[src/rtl/core/fdtd1d_pkg.sv]
// shared types, codes and sizes of the 1-d fdtd yee update block
package fdtd1d_pkg;

	// sizes fixed by the item formats
	localparam int CELL_W       = 6;
	localparam int DATA_W       = 32;
	localparam int CFG_IDX_W    = 2;
	localparam int MAX_CELLS_DEF = 64;

	// operation codes
	localparam logic OP_LOAD = 1'b0;
	localparam logic OP_STEP = 1'b1;

	// configuration register indexes
	localparam logic [CFG_IDX_W-1:0] REG_CELLS    = 2'd0;
	localparam logic [CFG_IDX_W-1:0] REG_EXCITE   = 2'd1;
	localparam logic [CFG_IDX_W-1:0] REG_MAGNETIC = 2'd2;

	// configuration reset values
	localparam logic [6:0]        CELLS_RST  = 7'd64;
	localparam logic [CELL_W-1:0] EXCITE_RST = 6'd32;

	// multiplier operand select
	typedef enum logic [1:0] {
		MUL_SELF,
		MUL_CURL,
		MUL_DRIVE,
		MUL_MAG
	} mul_sel_t;

	// accumulator operation
	typedef enum logic [1:0] {
		ACC_HOLD,
		ACC_LOAD,
		ACC_SUB
	} acc_op_t;

	// input item
	typedef struct packed {
		logic                     operation;
		logic [CELL_W-1:0]        cell_index;
		logic signed [DATA_W-1:0] self_coef;
		logic signed [DATA_W-1:0] curl_coef;
		logic signed [DATA_W-1:0] drive_coef;
		logic signed [DATA_W-1:0] source_sample;
	} in_item_t;

	// result item
	typedef struct packed {
		logic [CELL_W-1:0]        out_cell;
		logic signed [DATA_W-1:0] e_value;
		logic                     row_last;
	} out_item_t;

	// configuration registers
	typedef struct packed {
		logic [6:0]               cells_in_use;
		logic [CELL_W-1:0]        excite_cell;
		logic signed [DATA_W-1:0] magnetic_coef;
	} cfg_t;

	// controller to datapath commands
	typedef struct packed {
		logic              tbl_wr;
		logic              src_ld;
		logic              rd_en;
		logic [CELL_W-1:0] rd_addr;
		logic [CELL_W-1:0] wr_addr;
		logic              mul_en;
		mul_sel_t          mul_sel;
		logic              dh_en;
		acc_op_t           acc_op;
		logic              head;
		logic              e_out;
		logic              e_wr;
		logic              h_wb;
		logic              last;
		logic [CELL_W-1:0] out_idx;
	} dp_cmd_t;

endpackage

[src/rtl/core/fdtd1d_regs.sv]
// configuration register file of the fdtd update block
module fdtd1d_regs (
	input  logic                                clk,
	input  logic                                arst_n,
	input  logic                                cfg_we,
	input  logic [fdtd1d_pkg::CFG_IDX_W-1:0]    cfg_index,
	input  logic [fdtd1d_pkg::DATA_W-1:0]       cfg_wdata,
	output fdtd1d_pkg::cfg_t                    cfg
);

	fdtd1d_pkg::cfg_t cfg_q;

	// register writes, unknown indexes are dropped
	always_ff @(posedge clk or negedge arst_n) begin
		if (!arst_n) begin
			cfg_q.cells_in_use  <= fdtd1d_pkg::CELLS_RST;
			cfg_q.excite_cell   <= fdtd1d_pkg::EXCITE_RST;
			cfg_q.magnetic_coef <= '0;
		end else if (cfg_we) begin
			case (cfg_index)
				fdtd1d_pkg::REG_CELLS: begin
					cfg_q.cells_in_use <= cfg_wdata[6:0];
				end
				fdtd1d_pkg::REG_EXCITE: begin
					cfg_q.excite_cell <= cfg_wdata[fdtd1d_pkg::CELL_W-1:0];
				end
				fdtd1d_pkg::REG_MAGNETIC: begin
					cfg_q.magnetic_coef <= cfg_wdata;
				end
				default: begin
				end
			endcase
		end
	end

	assign cfg = cfg_q;

endmodule

[config.mk]
export PLATFORM = sky130hd
export DESIGN_NAME = fdtd1d_regs
export DESIGN_NICKNAME = d
export VERILOG_FILES = /design/src/rtl/core/fdtd1d_pkg.sv /design/src/rtl/core/fdtd1d_regs.sv
export SDC_FILE = /design/constraint.sdc
export NUM_CORES = 1
export LEC_CHECK = 0
export BUFFER_PORTS_ARGS = -buffer_cell sky130_fd_sc_hd__clkbuf_2
export CAP_MARGIN = 20
export CORE_MARGIN = 3
export CORE_UTILIZATION = 45
export DETAILED_ROUTE_END_ITERATION = 10
export PLACE_DENSITY_LB_ADDON = 0.12
export SYNTH_ARGS = -nofsm -noshare
export SYNTH_HDL_FRONTEND = slang
export SYNTH_SLANG_ARGS = --single-unit
[constraint.sdc]
create_clock -name clk -period 1.77 [get_ports clk]
set_input_delay 0.2655 -clock clk [delete_from_list [all_inputs] [get_ports clk]]
set_output_delay 0.2655 -clock clk [all_outputs]
set_load 0.005 [all_outputs]
==> impl_metrics.py <==
metrics = {
    "cells_and_area": {
        "drive_above_1_share_pct": 74.46,
        "finalNonFillerCells": 230,
        "diodes": 0,
        "fin_nets": 220,
        "final_common_cell": "clkbuf_2",
        "largest_reg_flops": 45,
        "layout_common_cells": "81 x clkbuf_2, 43 x mux2_2, 43 x dfrtp_1, 6 x clkbuf_8",
        "area_growth_pct": 31.69,
    },
    "synth": {
        "yosys.area.top_type": "dfrtp_1",
        "synth_top_area_share_pct": 62.36,
        "synth-seq-area-share_pct": 65.41,
        "netlist_instances": 96,
        "synth_cell_types": 9,
        "synth_xor_area_share_pct": 0,
        "synthMuxAreaShare_pct": 29.80,
        "yosysWarningCount": 0,
        "ys_ff_latch": 45,
        "synth-compound-area-share_pct": 0,
        "synth_top_family_by_area": "multiplexers",
        "syn_area_sq_um": 1725,
        "ys_top_cells_by_area": "dfrtp_1 62%, mux2_2 28%, dfstp_2 3.0%",
        "synth_area_per_cell_sq_um": 17.97,
        "syn_nets": 133,
        "synthAdderAreaFrac_pct": 0,
        "synth_simple_gate_area_share_pct": 2.683,
    },
    "sta": {
        "whs_ns": 0.2015,
        "slew_violations": 0,
        "setup_ws_ns": 0.5764,
        "finalSetupTns_ns": 0,
        "clock.fmax_mhz": 837.8,
        "hold_viol_final": 0,
        "worstMarginPinSlew_ns": 0.5439,
        "grt_setup_unrepaired": "false",
        "finalCriticalPeriod_ns": 1.194,
        "finClkSkew_ns": 0,
        "period_share_pct": 67.44,
        "slew_headroom_pct": 63.74,
        "setup_viol": 0,
    },
    "floorplanning": {
        "start_util_pct": 49.00,
        "dieArea_sq_um": 4613,
        "fp-row-count": 21,
        "io_pins": 82,
        "die_w_microns": 67.92,
        "die_h_microns": 67.92,
        "core_area_sq_um": 3521,
    },
    "critical_path": {
        "crit_family": "flip-flops",
        "r2r_end": "cfg[1]",
        "r2r_cells": 1,
        "path_cells": "clkbuf_2",
        "crit_slowest_cell": "dfstp_2",
        "crit_buf_inv": 1,
        "r2r_slack_ns": 0.99,
        "worstPathRequired_ns": 1.50,
        "critPathCaptureType": "output port",
        "crit_type": "reg2out",
        "max_stage_delay_ns": 0.54,
        "cp-start-kind": "flop",
        "crit_arrival_ns": 0.93,
        "critical_path.max_fanout": 2,
        "r2r_start": "cfg[1]",
    },
    "route": {
        "viasPerCell": 4.830,
        "num_vias": 1111,
        "first_iter_violations": 45,
        "post_drt_wl_per_cell_microns": 13.81,
        "wirelength_microns": 3176,
        "firstDrtPassIters": 4,
        "ant_nets": 0,
        "drc": 0,
    },
    "worst_hold_path": {
        "holdPathEnd": "cfg[19]",
        "hold-path-cell-count": 2,
        "min_path_type": "in2reg",
        "hp-start": "cfg_wdata[19]",
    },
    "global_routing": {
        "antenna_found_initial": 0,
        "grt_use_total_pct": 15.14,
        "overflow": 0,
        "grt_max_degree": 33,
        "grt_pass1_wl_microns": 5037,
        "grt_pass1_vias": 1122,
    },
    "placed_design": {
        "port_buffers": 81,
        "placedCellCount": 221,
        "gp_congestion": 0.6975,
        "pre_cts_slack_ns": 0.3442,
    },
    "cts": {
        "holdBufCountCts": 1,
        "clock_path_buffers": 2,
        "cts_sinks": 45,
        "ctsResizeCount": 0,
        "cts_tree": "done",
        "clk_pin_slew_ns": 0.08,
        "cts.htree.levels": 2,
        "cts_made_buffers": 5,
        "cts-root-buf": "clkbuf_8",
        "clkLatencyLatePin_ns": 0.28,
        "cts_setup_buffers": 0,
    },
    "status": {
        "status": "finished clean",
    },
    "power_and_ir_drop": {
        "power_density_nw_per_um2": 1078,
        "total_power_mw": 2.449,
        "power.static_leakage_nw": 1.150,
        "ir_worst_vdd_mv": 0.7037,
    },
    "run": {
        "max_cap_viol_count": 0,
    },
}
[per-layer routing]
| metal | vias to the layer above | part of all wire [%] | track usage [%] |
|---|---|---|---|
| met4 | 0 | 1.7 | 5.955 |
| li1 | 511 | - | - |
| met3 | 7 | 9.5 | 6.240 |
| met1 | 545 | 39 | 16.01 |
| met2 | 48 | 50 | 26.59 |
| met5 | - | 0 | 0 |
[worst max-delay path by stage]
stage	slack, ns	endpoint	depth (start not counted)	start
floorplan	0.71	cfg[38]	2	cfg_index[1]
global placement	0.39	cfg[5]	3	cfg_index[0]
detailed placement	0.34	cfg[29]	3	cfg_index[0]
CTS	0.56	cfg[37]	1	cfg[37]
global route	0.53	cfg[37]	1	cfg[37]
finish	0.58	cfg[37]	1	cfg[37]
[Yosys cell counts]
master and number:
nor3b_4 1, mux2_4 2, dfrtp_1 43, mux2_2 43
clkbuf_8 1, nand3b_1 1, dfstp_2 2, buf_6 2
nand3b_4 1
[power breakdown]
part	internal, mW	leakage (nW)	total, mW	switching, mW
clock	0.318	0.0455	0.615	0.297
combinational	0.317	0.575	0.507	0.190
sequential	1.23	0.530	1.33	0.0985
[stage by stage]
stage	utilization (%)	instance area, sq um
4_1_cts	64.53	2272
5_1_grt	64.53	2272
3_5_place_dp	61.69	2172
6_report	64.53	2272
3_3_place_gp	61.69	2172
2_1_floorplan	-	1725
[logic make-up (layout without fill, tap and decap cells)]
logic type / Yosys count / count (layout)
flip-flops: 45 / 45
multiplexers: 45 / 45
AND/OR/NAND/NOR: 3 / 3
buffers and inverters: 3 / 91
[final cells by class]
class / instances / area [sq um]
Clock buffer: 8 / 90.09
Sequential cell: 45 / 1129
Tap cell: 46 / 57.56
Multi-Input combinational cell: 48 / 560.5
Timing Repair Buffer: 83 / 435.4
Fill cell: 278 / 1249
No activity file was read; power rests on OpenSTA's default activity.
