[config.mk]
export PLATFORM = sky130hd
export DESIGN_NAME = fdtd1d_ctrl
export DESIGN_NICKNAME = d
export VERILOG_FILES = /design/src/rtl/core/fdtd1d_pkg.sv /design/src/rtl/core/fdtd1d_ctrl.sv
export SDC_FILE = /design/constraint.sdc
export NUM_CORES = 1
export LEC_CHECK = 0
export ABC_AREA = 1
export BUFFER_PORTS_ARGS = -buffer_cell sky130_fd_sc_hd__buf_2
export CELL_PAD_IN_SITES_DETAIL_PLACEMENT = 0
export CELL_PAD_IN_SITES_GLOBAL_PLACEMENT = 2
export CORE_ASPECT_RATIO = 1.4
export CORE_MARGIN = 2
export CORE_UTILIZATION = 22
export DETAILED_ROUTE_END_ITERATION = 10
export PLACE_DENSITY = 0.85
export SLEW_MARGIN = 5
export SYNTH_ARGS = -nofsm -noshare
export SYNTH_HDL_FRONTEND = slang
export SYNTH_SLANG_ARGS = --single-unit
[constraint.sdc]
create_clock -name clk -period 4.4 [get_ports clk]
set_input_delay 0.22 -clock clk [delete_from_list [all_inputs] [get_ports clk]]
set_output_delay 0.22 -clock clk [all_outputs]
set_load 0.02 [all_outputs]
[src/rtl/core/fdtd1d_pkg.sv]
// shared types, codes and sizes of the 1-d fdtd yee update block
package fdtd1d_pkg;

	// sizes fixed by the item formats
	localparam int CELL_W       = 6;
	localparam int DATA_W       = 32;
	localparam int CFG_IDX_W    = 2;
	localparam int MAX_CELLS_DEF = 64;

	// operation codes
	localparam logic OP_LOAD = 1'b0;
	localparam logic OP_STEP = 1'b1;

	// configuration register indexes
	localparam logic [CFG_IDX_W-1:0] REG_CELLS    = 2'd0;
	localparam logic [CFG_IDX_W-1:0] REG_EXCITE   = 2'd1;
	localparam logic [CFG_IDX_W-1:0] REG_MAGNETIC = 2'd2;

	// configuration reset values
	localparam logic [6:0]        CELLS_RST  = 7'd64;
	localparam logic [CELL_W-1:0] EXCITE_RST = 6'd32;

	// multiplier operand select
	typedef enum logic [1:0] {
		MUL_SELF,
		MUL_CURL,
		MUL_DRIVE,
		MUL_MAG
	} mul_sel_t;

	// accumulator operation
	typedef enum logic [1:0] {
		ACC_HOLD,
		ACC_LOAD,
		ACC_SUB
	} acc_op_t;

	// input item
	typedef struct packed {
		logic                     operation;
		logic [CELL_W-1:0]        cell_index;
		logic signed [DATA_W-1:0] self_coef;
		logic signed [DATA_W-1:0] curl_coef;
		logic signed [DATA_W-1:0] drive_coef;
		logic signed [DATA_W-1:0] source_sample;
	} in_item_t;

	// result item
	typedef struct packed {
		logic [CELL_W-1:0]        out_cell;
		logic signed [DATA_W-1:0] e_value;
		logic                     row_last;
	} out_item_t;

	// configuration registers
	typedef struct packed {
		logic [6:0]               cells_in_use;
		logic [CELL_W-1:0]        excite_cell;
		logic signed [DATA_W-1:0] magnetic_coef;
	} cfg_t;

	// controller to datapath commands
	typedef struct packed {
		logic              tbl_wr;
		logic              src_ld;
		logic              rd_en;
		logic [CELL_W-1:0] rd_addr;
		logic [CELL_W-1:0] wr_addr;
		logic              mul_en;
		mul_sel_t          mul_sel;
		logic              dh_en;
		acc_op_t           acc_op;
		logic              head;
		logic              e_out;
		logic              e_wr;
		logic              h_wb;
		logic              last;
		logic [CELL_W-1:0] out_idx;
	} dp_cmd_t;

endpackage

[src/rtl/core/fdtd1d_ctrl.sv]
// sequencer of the fdtd sweep: walks the cells and issues datapath commands
module fdtd1d_ctrl #(
	parameter int MAX_CELLS = fdtd1d_pkg::MAX_CELLS_DEF
) (
	input  logic                clk,
	input  logic                arst_n,
	input  logic                start,
	input  logic                operation,
	input  fdtd1d_pkg::cfg_t    cfg,
	output logic                busy,
	output fdtd1d_pkg::dp_cmd_t cmd
);

	localparam int AW = (MAX_CELLS > 1) ? $clog2(MAX_CELLS) : 1;

	typedef enum logic [3:0] {
		ST_IDLE,
		ST_HEAD,
		ST_SELF,
		ST_CURL,
		ST_DRIVE,
		ST_SUM,
		ST_EOUT,
		ST_MAG,
		ST_HWB
	} state_t;

	state_t         state_q;
	logic [AW-1:0]  x_q;
	logic [AW-1:0]  nm1_q;
	logic           last_q;

	logic [6:0]     n_cl;
	logic [AW-1:0]  x_nxt;
	logic           hit;

	// clamp the cell count into 3 .. MAX_CELLS
	always_comb begin
		if (cfg.cells_in_use < 7'd3) begin
			n_cl = 7'd3;
		end else if (cfg.cells_in_use > 7'(MAX_CELLS)) begin
			n_cl = 7'(MAX_CELLS);
		end else begin
			n_cl = cfg.cells_in_use;
		end
	end

	assign x_nxt = x_q + AW'(1);
	assign hit   = (fdtd1d_pkg::CELL_W'(x_q) == cfg.excite_cell);

	// state and cell counter
	always_ff @(posedge clk or negedge arst_n) begin
		if (!arst_n) begin
			state_q <= ST_IDLE;
			x_q     <= '0;
			nm1_q   <= '0;
			last_q  <= 1'b0;
		end else begin
			case (state_q)
				ST_IDLE: begin
					if (start && operation == fdtd1d_pkg::OP_STEP) begin
						x_q     <= AW'(1);
						nm1_q   <= AW'(n_cl - 7'd1);
						last_q  <= 1'b0;
						state_q <= ST_HEAD;
					end
				end
				ST_HEAD:  state_q <= ST_SELF;
				ST_SELF:  state_q <= ST_CURL;
				ST_CURL:  state_q <= ST_DRIVE;
				ST_DRIVE: state_q <= ST_SUM;
				ST_SUM:   state_q <= ST_EOUT;
				ST_EOUT:  state_q <= ST_MAG;
				ST_MAG:   state_q <= ST_HWB;
				ST_HWB: begin
					if (last_q) begin
						state_q <= ST_IDLE;
					end else begin
						x_q <= x_nxt;
						if (x_nxt == nm1_q) begin
							last_q  <= 1'b1;
							state_q <= ST_EOUT;
						end else begin
							state_q <= ST_SELF;
						end
					end
				end
				default: state_q <= ST_IDLE;
			endcase
		end
	end

	assign busy = (state_q != ST_IDLE);

	// command decode
	always_comb begin
		cmd         = '0;
		cmd.mul_sel = fdtd1d_pkg::MUL_SELF;
		cmd.acc_op  = fdtd1d_pkg::ACC_HOLD;
		case (state_q)
			ST_IDLE: begin
				if (start) begin
					if (operation == fdtd1d_pkg::OP_LOAD) begin
						cmd.tbl_wr = 1'b1;
					end else begin
						cmd.src_ld  = 1'b1;
						cmd.rd_en   = 1'b1;
						cmd.rd_addr = '0;
					end
				end
			end
			ST_HEAD: begin
				cmd.head    = 1'b1;
				cmd.out_idx = '0;
				cmd.rd_en   = 1'b1;
				cmd.rd_addr = fdtd1d_pkg::CELL_W'(x_q);
			end
			ST_SELF: begin
				cmd.mul_en  = 1'b1;
				cmd.mul_sel = fdtd1d_pkg::MUL_SELF;
				cmd.dh_en   = 1'b1;
			end
			ST_CURL: begin
				cmd.acc_op  = fdtd1d_pkg::ACC_LOAD;
				cmd.mul_en  = 1'b1;
				cmd.mul_sel = fdtd1d_pkg::MUL_CURL;
			end
			ST_DRIVE: begin
				cmd.acc_op  = fdtd1d_pkg::ACC_SUB;
				cmd.mul_en  = 1'b1;
				cmd.mul_sel = fdtd1d_pkg::MUL_DRIVE;
			end
			ST_SUM: begin
				cmd.acc_op = hit ? fdtd1d_pkg::ACC_SUB : fdtd1d_pkg::ACC_HOLD;
			end
			ST_EOUT: begin
				cmd.e_out   = 1'b1;
				cmd.e_wr    = !last_q;
				cmd.wr_addr = fdtd1d_pkg::CELL_W'(x_q);
				cmd.out_idx = fdtd1d_pkg::CELL_W'(x_q);
				cmd.last    = last_q;
			end
			ST_MAG: begin
				cmd.mul_en  = 1'b1;
				cmd.mul_sel = fdtd1d_pkg::MUL_MAG;
			end
			ST_HWB: begin
				cmd.h_wb    = 1'b1;
				cmd.wr_addr = fdtd1d_pkg::CELL_W'(x_q - AW'(1));
				if (!last_q) begin
					cmd.rd_en   = 1'b1;
					cmd.rd_addr = fdtd1d_pkg::CELL_W'(x_nxt);
				end
			end
			default: begin
			end
		endcase
	end

endmodule

==> results_dict.tcl <==
set metrics [dict create \
    status "complete, no violations" \
    post_cts_buffers 0 \
    synthMuxAreaShare_pct 0 \
    path_cells "inv_1 > nor2_1 > nand2_1 > o21ai_0 > buf_2" \
    synthSimpleGateAreaFrac_pct 34.3 \
    clk_pin_slew_ns 0.07 \
    layout_common_cells "nand2_1, buf_2, inv_1" \
    regArea_um2 425 \
    grt_pass1_vias 1418 \
    clock_latency_ns 0.26 \
    post-dp-hpwl_um 3180 \
    fmax_ghz 0.453 \
    final_common_cell "nand2_1" \
    grt_max_degree 18 \
    critPathSlowestCell "dfrtp_1" \
    start_util_pct 22.4 \
    pre_cts_slack_ns 2.46 \
    setup_viol 0 \
    numCtsBuffers 3 \
    pwr-share-clk_pct 11.1 \
    worstPathRequired_ns 4.18 \
    criticalPathCategory "reg -> out" \
    drt_pre_antenna_iters 4 \
    antenna_found_initial 0 \
    grt_usage_pct 11.6 \
    multi_input_area_um2 803 \
    wl_um 3980 \
    antenna_cells 0 \
    vias 1510 \
    synth_top_family_by_area "simple AND/OR/NAND/NOR gates" \
    place.gp.congestion 0.782 \
    die_w_um 70.8 \
    layout-drive-gt1-share_pct 24.5 \
    ys_top_cells_by_area "dfrtp_1, nand2_1, inv_1" \
    synth.distinct_cells 23 \
    period_share_pct 50.2 \
    synth-adder-area-share_pct 2.73 \
    final_area_um2 1750 \
    intPower_uw 507 \
    drc 0 \
    synth_warnings 0 \
    slew_headroom_pct 66.4 \
    cts-htree-levels 1 \
    synth_area_um2 1380 \
    dpl.cell_count 332 \
    syn2layout_area_growth_pct 27.4 \
    cts_buffer_depth 2 \
    routedWlPerCell_um 11.8 \
    grt_pass1_wl_um 6590 \
    avgSynthCellArea_um2 6.43 \
    rrSetupSlack_ns 2.47 \
    fp.dieH_um 97.5 \
    switchingPower_uw 587 \
    worstPathArrival_ns 1.99 \
    cts-root-buf "clkbuf_8" \
    slowest_delay_ns 0.39 \
    vias_per_cell 4.48 \
    ys_seq_area_share_pct 30.9 \
    synth_compound_area_share_pct 13.7 \
    synth_top_area_share_pct 30.9 \
    tightestPinTransition_ns 0.503 \
    fin_cells 337 \
    tns_ns 0 \
    setup_slack_ns 2.19 \
    cts.sinks 17 \
    end_kind "primary output" \
    synth.largest_area_cell "dfrtp_1" \
    overflow 0 \
    cap_violations 0 \
    layout.nets 318 \
    synthXorXnorAreaFrac_pct 7.64 \
    start_kind "flop" \
    postCtsResizedCells 0 \
    switching_share_pct 53.7 \
    synth_seq_cells 17 \
    netlist_instances 214 \
    drv_slew 0 \
    fin_util_pct 28.6 \
    hold_viol_final 0 \
    port-buffer-count 49 \
    worst-path-max-fanout 16 \
    synth_nets 266 \
    fin_crit_ns 2.21 \
    skew_ns 0.00536 \
    leakagePower_uw 0.000968 \
    hp-class "in -> reg" \
    ant_nets 0 \
    p_comb_share_pct 61.2 \
    rsz0062_at_grt "no" \
    num-fill-cells 735 \
    ir_worst_vdd_uv 139 \
    powerDensity_nw_per_um2 625 \
    io-pin-count 82 \
    core-area_um2 6130 \
    drtIter0Drc 60 \
    ctsHoldBuffers 1 \
    p_seq_share_pct 27.8 \
    post_dp_cell_area_um2 1700 \
    fp-row-count 34 \
    cts_tree "yes" \
    dieArea_um2 6910 \
]
## final timing paths
path	start	endpoint	cells past startpoint
worst max-delay path	state_q[2]	cmd[17]	5
min in group asynchronous	arst_n	state_q[1]	2
worst min register to register	nm1_q[5]	nm1_q[5]	2
worst min-delay path	cfg[44]	nm1_q[0]	3
max in group asynchronous	arst_n	x_q[2]	2
worst max register to register	x_q[0]	state_q[2]	8
## power groups by stage
| stage | clock (µW) | combinational [µW] | sequential (µW) |
|---|---|---|---|
| after global routing | 130 | 765 | 316 |
| after global placement | 0 | 671 | 305 |
| after detailed placement | 0 | 674 | 306 |
| final | 121 | 669 | 304 |
| after CTS | 125 | 678 | 303 |
| after floorplan | 0 | 505 | 282 |
## Yosys cell counts
cell type and count:
nand2_1 56, inv_1 28, nor2_1 25, o21ai_0 18, dfrtp_1 17, nand3_1 15, xor2_1 9, o22ai_1 8
a21oi_1 5, inv_2 5, buf_2 3, ha_1 3, nand2_2 3, nand4_1 3, o21ai_1 3, xnor2_1 3
clkinv_1 2, nor2_2 2, nor3_1 2, nand3_2 1, nor3_4 1, nor4_1 1, o221ai_1 1
## sequential cells by signal, summed over array words and instances, names as in the netlist
| name | cells |
|---|---|
| nm1_q | 6 |
| x_q | 6 |
| state_q | 4 |
| last_q | 1 |
## critical path: cells and delay by family (launching register included)
family                 cells  cell delay (ns)
AND/OR/NAND/NOR            2             0.67
buffers and inverters      2             0.30
flip-flops                 1             0.39
AO/OA/AOI/OAI              1             0.37
## cell families after synthesis
| logic type | count (synthesis) |
|---|---|
| buffers and inverters | 38 |
| DFF | 17 |
| xor gates and xnor gates | 12 |
| adders and majority gates | 3 |
| and+or+nand+nor | 109 |
| AOI/OAI and AO/OA | 35 |
## final cells by class
type,count,share of cell area [%]
clock buffers,3,2.36
multi-input cells,159,45.9
well taps,72,5.14
inverters,35,7.50
repair buffers,50,14.6
clock inverters,1,0.286
flip-flops and latches,17,24.3
## through the flow
step                hold slack, ns  power [µW]
finish                       0.292        1090
global route                 0.333        1210
CTS                          0.293        1110
detailed placement           0.175         980
global placement             0.175         976
floorplan                  -0.0756         788
## per-layer routing
layer | GRT usage [%] | part of all wire [%]
met4 | 4.06 | 1.6
met1 | 15.2 | 46
met3 | 0.415 | 3.3
met2 | 20.2 | 49
met5 | 0 | 0
No activity file was read; power rests on OpenSTA's default activity.
